`config.mk`:
```
export PLATFORM = sky130hd
export DESIGN_NAME = keyframe_motion_sequencer_flat
export DESIGN_NICKNAME = d
export VERILOG_FILES = /design/src/rtl/kms_pkg.sv /design/src/rtl/kms_in_if.sv /design/src/rtl/kms_out_if.sv /design/src/rtl/kms_cfg_if.sv /design/src/rtl/kms_tables.sv /design/src/rtl/kms_core.sv /design/src/rtl/keyframe_motion_sequencer.sv /design/src/flat_wrapper.sv
export SDC_FILE = /design/constraint.sdc
export NUM_CORES = 2
export LEC_CHECK = 0
export BUFFER_PORTS_ARGS = -buffer_cell sky130_fd_sc_hd__buf_2
export CAP_MARGIN = 40
export CELL_PAD_IN_SITES_DETAIL_PLACEMENT = 1
export CELL_PAD_IN_SITES_GLOBAL_PLACEMENT = 1
export CORE_ASPECT_RATIO = 0.6
export CORE_MARGIN = 2
export CORE_UTILIZATION = 43
export DETAILED_ROUTE_END_ITERATION = 7
export PLACE_DENSITY_LB_ADDON = 0.1
export SLEW_MARGIN = 0
export SYNTH_ARGS = -nofsm -noshare
export SYNTH_HDL_FRONTEND = slang
export SYNTH_SLANG_ARGS = --single-unit
```
`constraint.sdc`:
```
create_clock -name clk -period 9.4 [get_ports clk]
set_clock_uncertainty 0.15 [all_clocks]
set_input_delay 1.88 -clock clk [delete_from_list [all_inputs] [get_ports clk]]
set_output_delay 1.88 -clock clk [all_outputs]
set_load 0.01 [all_outputs]
```
`src/rtl/kms_pkg.sv`:
```
// Shared types and constants for the keyframe motion sequencer.
package kms_pkg;

  localparam int MOTION_COUNT    = 8;
  localparam int KEYS_PER_MOTION = 16;
  localparam int FRAME_BITS      = 16;

  localparam int MOTION_W   = $clog2(MOTION_COUNT);
  localparam int KEY_W      = $clog2(KEYS_PER_MOTION);
  localparam int CNT_W      = $clog2(KEYS_PER_MOTION + 1);
  localparam int DUR_W      = 16;
  localparam int VALUE_W    = 16;
  localparam int BLEND_W    = 8;
  localparam int DUR_DEPTH  = MOTION_COUNT * KEYS_PER_MOTION;
  localparam int DUR_ADDR_W = $clog2(DUR_DEPTH);

  localparam logic [FRAME_BITS-1:0] FRAME_MAX   = '1;
  localparam logic [BLEND_W-1:0]    BLEND_RESET = BLEND_W'(5);
  localparam logic [CNT_W-1:0]      KEYS_MAX    = CNT_W'(KEYS_PER_MOTION);

  typedef enum logic [1:0] {
    CMD_TICK      = 2'd0,
    CMD_SELECT    = 2'd1,
    CMD_LOAD_DUR  = 2'd2,
    CMD_LOAD_INFO = 2'd3
  } cmd_t;

  typedef struct packed {
    cmd_t                  command;
    logic [MOTION_W-1:0]   motion_id;
    logic [KEY_W-1:0]      key_index;
    logic [VALUE_W-1:0]    load_value;
    logic                  loop_enable;
  } in_word_t;

  typedef struct packed {
    logic [MOTION_W-1:0]   current_motion;
    logic [KEY_W-1:0]      current_key;
    logic [FRAME_BITS-1:0] current_frame;
    logic [MOTION_W-1:0]   previous_motion;
    logic [KEY_W-1:0]      previous_key;
    logic [FRAME_BITS-1:0] previous_frame;
    logic                  blending;
    logic                  finished;
    logic                  playing;
  } out_word_t;

  typedef struct packed {
    logic                  dur_we;
    logic [DUR_ADDR_W-1:0] dur_addr;
    logic [DUR_W-1:0]      dur_data;
    logic                  info_we;
    logic [MOTION_W-1:0]   info_addr;
    logic [CNT_W-1:0]      info_count;
    logic                  info_loop;
  } tbl_wr_t;

  typedef struct packed {
    logic [MOTION_W-1:0]   cur_motion;
    logic [KEY_W-1:0]      cur_key;
    logic [MOTION_W-1:0]   old_motion;
    logic [KEY_W-1:0]      old_key;
  } tbl_rd_t;

  typedef struct packed {
    logic [DUR_W-1:0]      cur_dur;
    logic [DUR_W-1:0]      old_dur;
    logic [CNT_W-1:0]      cur_cnt;
    logic [CNT_W-1:0]      old_cnt;
    logic                  cur_loop;
    logic                  old_loop;
  } tbl_data_t;

  typedef struct packed {
    logic [CNT_W-1:0]      count;
    logic                  loop;
  } info_t;

endpackage

```
`src/rtl/kms_in_if.sv`:
```
// Input command channel: valid, ready and one command word.
interface kms_in_if;
  import kms_pkg::*;

  logic     valid;
  logic     ready;
  in_word_t data;

  modport source (output valid, output data, input ready);
  modport sink (input valid, input data, output ready);
endinterface

```
`src/rtl/kms_out_if.sv`:
```
// Result channel: valid, ready and one status word.
interface kms_out_if;
  import kms_pkg::*;

  logic      valid;
  logic      ready;
  out_word_t data;

  modport source (output valid, output data, input ready);
  modport sink (input valid, input data, output ready);
endinterface

```
`src/rtl/kms_cfg_if.sv`:
```
// Configuration write channel: valid, ready and the blend length.
interface kms_cfg_if;
  import kms_pkg::*;

  logic               valid;
  logic               ready;
  logic [BLEND_W-1:0] data;

  modport source (output valid, output data, input ready);
  modport sink (input valid, input data, output ready);
endinterface

```
`src/rtl/kms_tables.sv`:
```
// Key duration and motion info memories with registered, forwarded read ports.
module kms_tables (
  input  logic                clk,
  input  kms_pkg::tbl_wr_t    wr,
  input  kms_pkg::tbl_rd_t    rd,
  output kms_pkg::tbl_data_t  rdata
);
  import kms_pkg::*;

  logic [DUR_W-1:0]      dur_mem [DUR_DEPTH];
  info_t                 info_mem [MOTION_COUNT];
  tbl_data_t             rdata_r;
  logic [DUR_ADDR_W-1:0] cur_addr;
  logic [DUR_ADDR_W-1:0] old_addr;
  info_t                 wr_info;
  logic                  cur_info_hit;
  logic                  old_info_hit;

  assign cur_addr     = {rd.cur_motion, rd.cur_key};
  assign old_addr     = {rd.old_motion, rd.old_key};
  assign wr_info      = '{count: wr.info_count, loop: wr.info_loop};
  assign cur_info_hit = wr.info_we && wr.info_addr == rd.cur_motion;
  assign old_info_hit = wr.info_we && wr.info_addr == rd.old_motion;

  always_ff @(posedge clk) begin
    if (wr.dur_we) begin
      dur_mem[wr.dur_addr] <= wr.dur_data;
    end
    if (wr.info_we) begin
      info_mem[wr.info_addr] <= wr_info;
    end
  end

  // A write in the same cycle is passed straight to the read register.
  always_ff @(posedge clk) begin
    rdata_r.cur_dur  <= (wr.dur_we && wr.dur_addr == cur_addr) ? wr.dur_data
                                                                : dur_mem[cur_addr];
    rdata_r.old_dur  <= (wr.dur_we && wr.dur_addr == old_addr) ? wr.dur_data
                                                                : dur_mem[old_addr];
    rdata_r.cur_cnt  <= cur_info_hit ? wr.info_count : info_mem[rd.cur_motion].count;
    rdata_r.cur_loop <= cur_info_hit ? wr.info_loop  : info_mem[rd.cur_motion].loop;
    rdata_r.old_cnt  <= old_info_hit ? wr.info_count : info_mem[rd.old_motion].count;
    rdata_r.old_loop <= old_info_hit ? wr.info_loop  : info_mem[rd.old_motion].loop;
  end

  assign rdata = rdata_r;

endmodule

```
`src/rtl/kms_core.sv`:
```
// Sequencer state registers and the per-word tick, select and load update.
module kms_core (
  input  logic                   clk,
  input  logic                   rst_n,
  input  logic                   adv,
  input  kms_pkg::in_word_t      item,
  input  logic [kms_pkg::BLEND_W-1:0] blend_frames,
  input  kms_pkg::tbl_data_t     tbl,
  output kms_pkg::tbl_wr_t       tbl_wr,
  output kms_pkg::tbl_rd_t       tbl_rd,
  output kms_pkg::out_word_t     status_nxt
);
  import kms_pkg::*;

  logic [MOTION_W-1:0]   active_r, active_nxt;
  logic [MOTION_W-1:0]   prior_r, prior_nxt;
  logic [KEY_W-1:0]      key_r, key_nxt;
  logic [KEY_W-1:0]      pkey_r, pkey_nxt;
  logic [FRAME_BITS-1:0] frame_r, frame_nxt;
  logic [FRAME_BITS-1:0] pframe_r, pframe_nxt;
  logic                  selected_r, selected_nxt;
  logic                  blend_r, blend_nxt;
  logic                  done_r, done_nxt;

  logic [FRAME_BITS-1:0] fc;
  logic [FRAME_BITS-1:0] pfc;
  logic [CNT_W-1:0]      kp;
  logic [CNT_W-1:0]      pk;
  logic [CNT_W-1:0]      cur_cnt;
  logic [CNT_W-1:0]      old_cnt;
  logic [CNT_W-1:0]      load_cnt;

  assign cur_cnt = (tbl.cur_cnt == '0) ? CNT_W'(1) : tbl.cur_cnt;
  assign old_cnt = (tbl.old_cnt == '0) ? CNT_W'(1) : tbl.old_cnt;

  always_comb begin
    if (item.load_value == '0) begin
      load_cnt = CNT_W'(1);
    end else if (item.load_value > VALUE_W'(KEYS_PER_MOTION)) begin
      load_cnt = KEYS_MAX;
    end else begin
      load_cnt = item.load_value[CNT_W-1:0];
    end
  end

  always_comb begin
    active_nxt   = active_r;
    prior_nxt    = prior_r;
    key_nxt      = key_r;
    pkey_nxt     = pkey_r;
    frame_nxt    = frame_r;
    pframe_nxt   = pframe_r;
    selected_nxt = selected_r;
    blend_nxt    = blend_r;
    done_nxt     = done_r;
    tbl_wr       = '0;
    fc           = (frame_r == FRAME_MAX) ? frame_r : frame_r + 1'b1;
    pfc          = pframe_r;
    kp           = {1'b0, key_r};
    pk           = {1'b0, pkey_r};

    if (adv) begin
      case (item.command)
        CMD_TICK: begin
          if (selected_r && !done_r) begin
            if (blend_r && tbl.old_loop && pframe_r != FRAME_MAX) begin
              pfc = pframe_r + 1'b1;
            end
            if (blend_r && FRAME_BITS'(blend_frames) < fc) begin
              blend_nxt = 1'b0;
            end else if (!blend_r) begin
              if (tbl.cur_dur <= fc) begin
                kp = kp + 1'b1;
                fc = '0;
              end
            end else begin
              if (tbl.cur_dur < fc) begin
                kp = kp + 1'b1;
                fc = '0;
              end
              if (tbl.old_dur < pfc) begin
                pk  = pk + 1'b1;
                pfc = '0;
              end
            end
            if (kp >= cur_cnt) begin
              if (!tbl.cur_loop) begin
                kp       = cur_cnt - 1'b1;
                done_nxt = 1'b1;
              end else begin
                kp = '0;
                fc = '0;
              end
            end
            if (pk >= old_cnt) begin
              pk = old_cnt - 1'b1;
            end
            key_nxt    = kp[KEY_W-1:0];
            pkey_nxt   = pk[KEY_W-1:0];
            frame_nxt  = fc;
            pframe_nxt = pfc;
          end
        end
        CMD_SELECT: begin
          if (!(selected_r && item.motion_id == active_r)) begin
            pframe_nxt   = frame_r;
            pkey_nxt     = key_r;
            prior_nxt    = selected_r ? active_r : item.motion_id;
            active_nxt   = item.motion_id;
            frame_nxt    = '0;
            key_nxt      = '0;
            blend_nxt    = 1'b1;
            done_nxt     = 1'b0;
            selected_nxt = 1'b1;
          end
        end
        CMD_LOAD_DUR: begin
          tbl_wr.dur_we   = 1'b1;
          tbl_wr.dur_addr = {item.motion_id, item.key_index};
          tbl_wr.dur_data = item.load_value;
        end
        default: begin
          tbl_wr.info_we    = 1'b1;
          tbl_wr.info_addr  = item.motion_id;
          tbl_wr.info_count = load_cnt;
          tbl_wr.info_loop  = item.loop_enable;
        end
      endcase
    end
  end

  // The tables are read ahead at the position the next word will start from.
  assign tbl_rd = '{cur_motion: active_nxt, cur_key: key_nxt,
                    old_motion: prior_nxt, old_key: pkey_nxt};

  assign status_nxt = '{current_motion: active_nxt, current_key: key_nxt,
                        current_frame: frame_nxt, previous_motion: prior_nxt,
                        previous_key: pkey_nxt, previous_frame: pframe_nxt,
                        blending: blend_nxt, finished: done_nxt,
                        playing: selected_nxt};

  always_ff @(posedge clk) begin
    if (!rst_n) begin
      active_r   <= '0;
      prior_r    <= '0;
      key_r      <= '0;
      pkey_r     <= '0;
      frame_r    <= '0;
      pframe_r   <= '0;
      selected_r <= 1'b0;
      blend_r    <= 1'b0;
      done_r     <= 1'b0;
    end else begin
      active_r   <= active_nxt;
      prior_r    <= prior_nxt;
      key_r      <= key_nxt;
      pkey_r     <= pkey_nxt;
      frame_r    <= frame_nxt;
      pframe_r   <= pframe_nxt;
      selected_r <= selected_nxt;
      blend_r    <= blend_nxt;
      done_r     <= done_nxt;
    end
  end

endmodule

```
`src/rtl/keyframe_motion_sequencer.sv`:
```
// Top level of the keyframe motion sequencer: input stage, core, tables, result register.
//
//   Channel   Direction  Word                                  Handshake
//   in_ch     sink       command, motion, key, value, loop     valid/ready
//   out_ch    source     current/previous position, flags      valid/ready
//   cfg_ch    sink       blend_frames (8 bits)                 valid/ready
//
// One word is accepted per cycle unless stalled; each passes input and result registers.
// The table read for the next word is launched from the state update of the
// current one, so words follow each other at full rate.
// Reset clears the sequencer state and sets the blend length to five frames.
// A held result stalls the core; one further word waits in the input stage.
module keyframe_motion_sequencer (
  input  logic      clk,
  input  logic      rst_n,
  kms_in_if.sink    in_ch,
  kms_out_if.source out_ch,
  kms_cfg_if.sink   cfg_ch
);
  import kms_pkg::*;

  in_word_t           item_r;
  logic               item_valid_r;
  out_word_t          result_r;
  logic               result_valid_r;
  logic [BLEND_W-1:0] blend_frames_r;
  logic               adv;
  tbl_wr_t            tbl_wr;
  tbl_rd_t            tbl_rd;
  tbl_data_t          tbl_data;
  out_word_t          status_nxt;

  assign adv          = item_valid_r && (!result_valid_r || out_ch.ready);
  assign in_ch.ready  = !item_valid_r || adv;
  assign cfg_ch.ready = 1'b1;
  assign out_ch.valid = result_valid_r;
  assign out_ch.data  = result_r;

  always_ff @(posedge clk) begin
    if (!rst_n) begin
      item_valid_r   <= 1'b0;
      result_valid_r <= 1'b0;
      blend_frames_r <= BLEND_RESET;
    end else begin
      if (in_ch.ready) begin
        item_valid_r <= in_ch.valid;
      end
      if (adv) begin
        result_valid_r <= 1'b1;
      end else if (out_ch.ready) begin
        result_valid_r <= 1'b0;
      end
      if (cfg_ch.valid) begin
        blend_frames_r <= cfg_ch.data;
      end
    end
  end

  always_ff @(posedge clk) begin
    if (in_ch.ready && in_ch.valid) begin
      item_r <= in_ch.data;
    end
    if (adv) begin
      result_r <= status_nxt;
    end
  end

  kms_core u_core (
    .clk          (clk),
    .rst_n        (rst_n),
    .adv          (adv),
    .item         (item_r),
    .blend_frames (blend_frames_r),
    .tbl          (tbl_data),
    .tbl_wr       (tbl_wr),
    .tbl_rd       (tbl_rd),
    .status_nxt   (status_nxt)
  );

  kms_tables u_tables (
    .clk   (clk),
    .wr    (tbl_wr),
    .rd    (tbl_rd),
    .rdata (tbl_data)
  );

endmodule

```
`src/flat_wrapper.sv`:
```
// flat-port wrapper written by rule: the top's interface ports become plain ports
module keyframe_motion_sequencer_flat import kms_pkg::*;
  (clk, rst_n, in_ch_valid, in_ch_data, in_ch_ready, out_ch_valid, out_ch_data, out_ch_ready, cfg_ch_valid, cfg_ch_data, cfg_ch_ready);
  kms_in_if in_ch_i ();
  kms_out_if out_ch_i ();
  kms_cfg_if cfg_ch_i ();
  input  logic clk;
  input  logic rst_n;
  input wire logic [$bits(in_ch_i.valid)-1:0] in_ch_valid;
  input wire logic [$bits(in_ch_i.data)-1:0] in_ch_data;
  output wire logic [$bits(in_ch_i.ready)-1:0] in_ch_ready;
  output wire logic [$bits(out_ch_i.valid)-1:0] out_ch_valid;
  output wire logic [$bits(out_ch_i.data)-1:0] out_ch_data;
  input wire logic [$bits(out_ch_i.ready)-1:0] out_ch_ready;
  input wire logic [$bits(cfg_ch_i.valid)-1:0] cfg_ch_valid;
  input wire logic [$bits(cfg_ch_i.data)-1:0] cfg_ch_data;
  output wire logic [$bits(cfg_ch_i.ready)-1:0] cfg_ch_ready;
  assign in_ch_i.valid = in_ch_valid;
  assign in_ch_i.data = in_ch_data;
  assign in_ch_ready = in_ch_i.ready;
  assign out_ch_valid = out_ch_i.valid;
  assign out_ch_data = out_ch_i.data;
  assign out_ch_i.ready = out_ch_ready;
  assign cfg_ch_i.valid = cfg_ch_valid;
  assign cfg_ch_i.data = cfg_ch_data;
  assign cfg_ch_ready = cfg_ch_i.ready;
  keyframe_motion_sequencer u_core (.clk(clk), .rst_n(rst_n), .in_ch(in_ch_i), .out_ch(out_ch_i), .cfg_ch(cfg_ch_i));
endmodule
```
# Yosys cells after proc, flatten, opt, wreduce, memory -nomap -nowiden
# Memory sizes are Yosys's and may differ from the RTL's. A register that Yosys moved wholly into a read port is not among the register bits.
# Index checks and enable logic that the tools add are counted.
dict set report op_classes {
  addsub 6
  order_cmp 7
  eq_ne 5
  muxes 80
  n_reduce_logical 18
}
# operator count
set ops {}
lappend ops {{16-bit two-way mux} 20}
lappend ops {{5-bit two-way mux} 17}
lappend ops {{16-bit case mux with 2 select lines} 2}
lappend ops {{4-bit two-way mux} 9}
lappend ops {{34-bit two-way mux} 1}
lappend ops {{16-bit by 1-bit adder with 16-bit output, second input constant} 2}
lappend ops {{16-bit < comparator} 2}
lappend ops {{24-bit two-way mux} 1}
lappend ops {{3-bit two-way mux} 7}
lappend ops {{1-bit two-way mux} 18}
lappend ops {{16-bit == test, second input constant} 1}
lappend ops {{16-bit by 5-bit greater-than comparator with 1-bit output, second input constant} 1}
lappend ops {{16-bit <= comparator} 1}
lappend ops {{16-bit zero test} 1}
lappend ops {{8-bit by 16-bit < comparator with 1-bit output} 1}
lappend ops {{16-bit inequality test, second input constant} 1}
lappend ops {{4-bit case mux with 2 select lines} 2}
lappend ops {{4-bit by 1-bit adder with 5-bit output, second input constant} 2}
lappend ops {{5-bit greater-or-equal comparator} 2}
lappend ops {{5-bit zero test} 2}
lappend ops {{10-bit two-way mux} 1}
lappend ops {{4-bit by 1-bit subtractor with 4-bit output, second input constant} 2}
lappend ops {{1-bit logical AND} 7}
lappend ops {{1-bit case mux with 2 select lines} 2}
lappend ops {{other kinds (8)} 11}
dict set report word_totals {
  ff_bits 134
  ram_bits 2096
  in_bits 39
  out_inout_bits 52
  wordCells 144
  mem_count 2
}
# name words word_bits read_ports rd_clocked_by_memory_dff write_ports line_no
set mem_list {}
lappend mem_list {u_core.u_tables.dur_mem 128 16 2 2 1 kms_tables.sv:10} ;# logic [DUR_W-1:0] dur_mem [DUR_DEPTH];
lappend mem_list {u_core.u_tables.info_mem 8 6 2 2 1 kms_tables.sv:11} ;# info_t info_mem [MOTION_COUNT];

# Logic depth before layout (Yosys ltp)
dict set report logic_depth {
  ltp_word 18
  depth_mapped 28
  depth_no_buf 25
}

# By module
# A second synthesis with hierarchy kept.
dict set report hier_totals {
  hier_cells 4897
  area_unflattened_um2 105094.5
}
# mod n_inst cells_per_inst area_each_um2
set modules_own_cells {}
lappend modules_own_cells {kms_tables 1 4027 96648.9}
lappend modules_own_cells {kms_core 1 758 5796.8}
lappend modules_own_cells {keyframe_motion_sequencer 1 112 2648.8}

# Worst setup path before layout
# No wires, ideal clock.
dict set report synth_path {
  path_kind {register to register}
  from {register with a tool-made name}
  to {register u_core.u_core.pkey_r[2]}
  setup_ns 0.115
  t_arrival_ns 7.157
  required_time_ns 9.135
  slack_ns 1.978
  path_stages_with_launch 29
  period_less_slack_ns 7.422
  cell_sequence {dfxtp_1 > buf_6 > buf_2 > buf_2 > clkbuf_1 > buf_1 > mux4_2 > mux4_2 > mux4_2 > mux2_2 > ha_1 > a211oi_1 > nor2_1 > or4_1 > o32ai_1 > nand3_1 > a211oi_4 > buf_6 > xnor2_1 > ha_1 > nand2b_1 > a21o_1 > a21o_1 > a21o_1 > a21oi_1 > o31ai_1 > a22oi_1 > o211ai_2 > and2_1}
}
# element line_no
set synth_rtl {}
lappend synth_rtl {{end signal, assigned} kms_core.sv:157} ;# pkey_r <= pkey_nxt;
lappend synth_rtl {{end, declared} kms_core.sv:18} ;# logic [KEY_W-1:0] pkey_r, pkey_nxt;

==> summary.txt <==
Worst setup path
  • Critical-path maximum fanout: 58
  • CP Cell Sequence: buf_12 > mux4_2 > mux4_2 > mux4_2 > mux2_2 > ha_1 > o21ai_0 > nor2_1 > or4_1 > o32ai_1 > nand3_1 > a211oi_4 > buf_6 > mux2i_1 > inv_1 > ha_1 > a21o_1 > a21o_1 > a21o_1 > a21o_1 > nand3_1 > o21ai_0 > a311oi_1 > nand2b_1
  • Most frequent CP cell: a21o_1
  • Crit path launch type: flop
  • CP max stage cell: dfxtp_4
  • Endpoint class of the critical path: flop
  • Arrival time at the worst endpoint: 8.85 ns
  • Reg2reg end: u_core.out_ch.data[20]
  • Reg2reg path depth: 24
  • Worst path max stage delay: 0.87 ns
  • Setup CP Type: flop to flop
  • Worst reg-to-reg setup slack: 1.13 ns
  • Top cell family by delay on the critical path: multiplexers
  • WP buf/inv: 3
  • Worst Path Required: 9.98 ns

STA
  • TNS Setup: 0 ns
  • RSZ-0062 raised after global routing: false
  • Final hold vios: 0
  • Crit path time final: 8.27 ns
  • Least-Margin Pin Slew: 1.01 ns
  • Final period util: 87.9%
  • Max Fclk: 121 MHz
  • Final slew viol count: 0
  • Final Setup Violations: 0
  • Max-Slew Margin vs Limit: 32.5%

Yosys
  • Ranking of synthesized cells by area: edfxtp_1 (62%), mux4_2 (29%), dfxtp_1 (1.4%), clkbuf_1 (0.88%), nor2_1 (0.68%)
  • Synth top area share: 62.4%
  • Sequential area share after synthesis: 63.8%
  • Synth Net Count: 4,996
  • Yosys synthesis warning count: 0
  • Yosys cell types: 77
  • Mapped Cells: 4,903
  • Post-synth top cells: edfxtp_1 (2,171), mux4_2 (1,342), clkbuf_1 (245)
  • Top FF cell, synth: edfxtp_1
  • Post-synth EDFFs: 2,171
  • Synth Cell Area: 105,000 um2
  • Seq cells post-synth: 2,244
  • Synthesized area per cell: 21.3 um2
  • Area leader, netlist: edfxtp_1
  • Cell with the most instances after synthesis: edfxtp_1
  • Post-synth ARST share: 0%

Floorplan
  • Die W: 640 um
  • Die height: 386 um
  • Rows: 140
  • Core footprint: 242,000 um2
  • # IOs: 91
  • Die area: 247,000 um2
  • Initial Util: 43.2%

Global route
  • Global-route wire length before repair: 514,000 um
  • Grt ovf: 0
  • Antenna violations before repair: 46
  • Largest net degree at the start of global routing: 84
  • Vias in the first global route: 58.1k
  • Gr usage total: 30.8%

Clocking
  • Post-CTS setup buffers: 0
  • Post_cts resized: 0
  • CTS H-tree depth: 4
  • Clock root buffer: clkbuf_16
  • Clock Path Buffers: 4
  • Worst-skew pair later-pin latency: 0.90 ns
  • CTS Hold Buffers Added: 0
  • Num CTS Buffers: 220
  • CTS tree: built
  • Sink Count: 2,244
  • Reg clk slew, reported paths: 0.07 ns

Detailed routing
  • Initial DRT Pass Iterations: 6
  • Post-route ant nets: 0
  • Drt total wl: 379,000 um
  • DRT iter0 DRCs: 9,929
  • DR WL/cell: 44.0 um
  • # DRC: 0
  • Via Count: 59.9k
  • Vias per std cell: 6.95

Layout
  • Nets: 5,253
  • Share of layout cells above drive strength 1: 42.5%
  • Layout area overhead: 12.9%
  • Fill count: 21.5k
  • Final non-filler cell total: 8,613

Power
  • P_leak: 28.5 nW
  • PwrDens: 169 nW/um2
  • Peak supply drop: 0.000195 V

Placed design
  • IO Port Bufs: 89
  • Placed Instances: 8,202
  • GP Congestion: 0.878
  • Post-DP HPWL: 242,000 um

Worst hold path
  • Hold path depth: 2
  • Min-delay src: u_core.blend_frames_r[2]
  • Worst Hold End: u_core.blend_frames_r[2]
  • Worst min-delay path class: flop to flop

Run status
  • Outcome: completed

Run
  • Number of max-cap violations: 0
## layer usage
| metal | global-route usage [%] | up-vias | wire length [um] |
|---|---|---|---|
| li1 | - | 22100 | - |
| met1 | 48.3 | 33300 | 164000 |
| met2 | 40.8 | 3962 | 154000 |
| met3 | 11.1 | 466 | 52700 |
| met4 | 6.62 | 22 | 8740 |
| met5 | 0 | - | 136 |
## how the worst max path moves through the flow
stage                     startpoint                        to  slack (ns)  cells after the start
final                           flop    u_core.out_ch.data[20]        1.13                     24
after global placement          flop  u_core.u_core.frame_r[3]        1.20                     23
after global routing            flop   u_core.u_core.pkey_r[2]        0.91                     24
after CTS                       flop    u_core.out_ch.data[20]        1.30                     25
after detailed placement        flop   u_core.u_core.pkey_r[2]        1.33                     24
after floorplan                 flop   u_core.u_core.pkey_r[2]        1.98                     28
## flip-flops by register name, summed over array words and instances, names as in the netlist, named ones only
| register | cells |
|---|---|
| u_core.blend_frames_r | 8 |
| u_core.item_r | 26 |
| u_core.item_valid_r | 1 |
| u_core.out_ch.data | 49 |
| u_core.out_ch.valid | 1 |
| u_core.u_core.active_r | 3 |
| u_core.u_core.blend_r | 1 |
| u_core.u_core.done_r | 1 |
| u_core.u_core.frame_r | 16 |
| u_core.u_core.key_r | 4 |
| u_core.u_core.pframe_r | 16 |
| u_core.u_core.pkey_r | 4 |
| u_core.u_core.prior_r | 3 |
| u_core.u_core.selected_r | 1 |
| u_core.u_tables.dur_mem | 2048 |
| u_core.u_tables.info_mem | 48 |
## placed cells by master, fill, tap and decap left out, drive strengths merged, types with 5 or more instances in the layout
cell and count:
xnor2 18, ha 54, clkinv 94, a22oi 10, and4 5, clkinvlp 9, nand2 103, a21o 15
clkbuf 267, mux2 47, dfxtp 73, a221oi 15, nor2 191, nand2b 15, nand3 47, and3 6
mux4 1346, xor2 16, nor4 12, edfxtp 2171, nand4 20, a211oi 9, nor2b 10, diode 25
a21oi 42, nor3 32, o21ai 44, o22ai 6, buf 400, bufinv 14, mux2i 53, a31oi 11
or3 10, inv 22, o21a 9, o31ai 11, and2 58
## cells by family (layout without fill, tap and decap cells)
| group | Yosys count | after routing | synth area share [%] |
|---|---|---|---|
| flip-flops | 2244 | 2244 | 63.8 |
| multiplexers | 1446 | 1446 | 30.0 |
| AND/OR/NAND/NOR | 525 | 525 | 2.40 |
| buffers and inverters | 388 | 807 | 1.45 |
| AO/OA/AOI/OAI | 211 | 211 | 1.39 |
| adder cells (fa/ha/maj) | 54 | 54 | 0.647 |
| XOR/XNOR | 34 | 34 | 0.285 |
| other | 1 | 26 | 0.00359 |
## metrics by stage
stage / setup WS [ns] / area, um2 / utilization [%] / hold slack, ns / power, mW
2_1_floorplan: 1.98 / 105000 / - / 0.297 / 11.3
3_3_place_gp: 1.20 / 111000 / 45.7 / 0.331 / 11.4
3_5_place_dp: 1.33 / 111000 / 45.9 / 0.339 / 11.4
4_1_cts: 1.30 / 118000 / 48.7 / 0.359 / 20.1
5_1_grt: 0.913 / 118000 / 48.7 / 0.391 / 20.4
6_report: 1.13 / 118000 / 48.7 / 0.356 / 20.0
## worst min-delay path: stages (launching register included)
cell and delay, ns:
dfxtp_1 0.35, mux2i_1 0.07, nand2_1 0.06
## report_power, final
part | total (mW) | internal, mW | switching [mW] | leakage, nW
registers | 10.9 | 10.9 | 0.0335 | 16.5
logic | 0.307 | 0.0902 | 0.217 | 8.69
clock network | 8.76 | 4.79 | 3.97 | 3.32
## area by class of cell
type | instances | area [um2] | share of cell area [%]
flip-flops and latches | 2244 | 66700 | 56.5
multi-input cells | 2271 | 36700 | 31.1
clock buffers | 267 | 5880 | 4.98
well taps | 3266 | 4090 | 3.46
repair buffers | 401 | 3530 | 2.99
clock inverters | 117 | 911 | 0.772
inverters | 22 | 91.3 | 0.0774
diodes | 25 | 62.6 | 0.0530
Note: power is estimated with default switching activity, not from simulation.
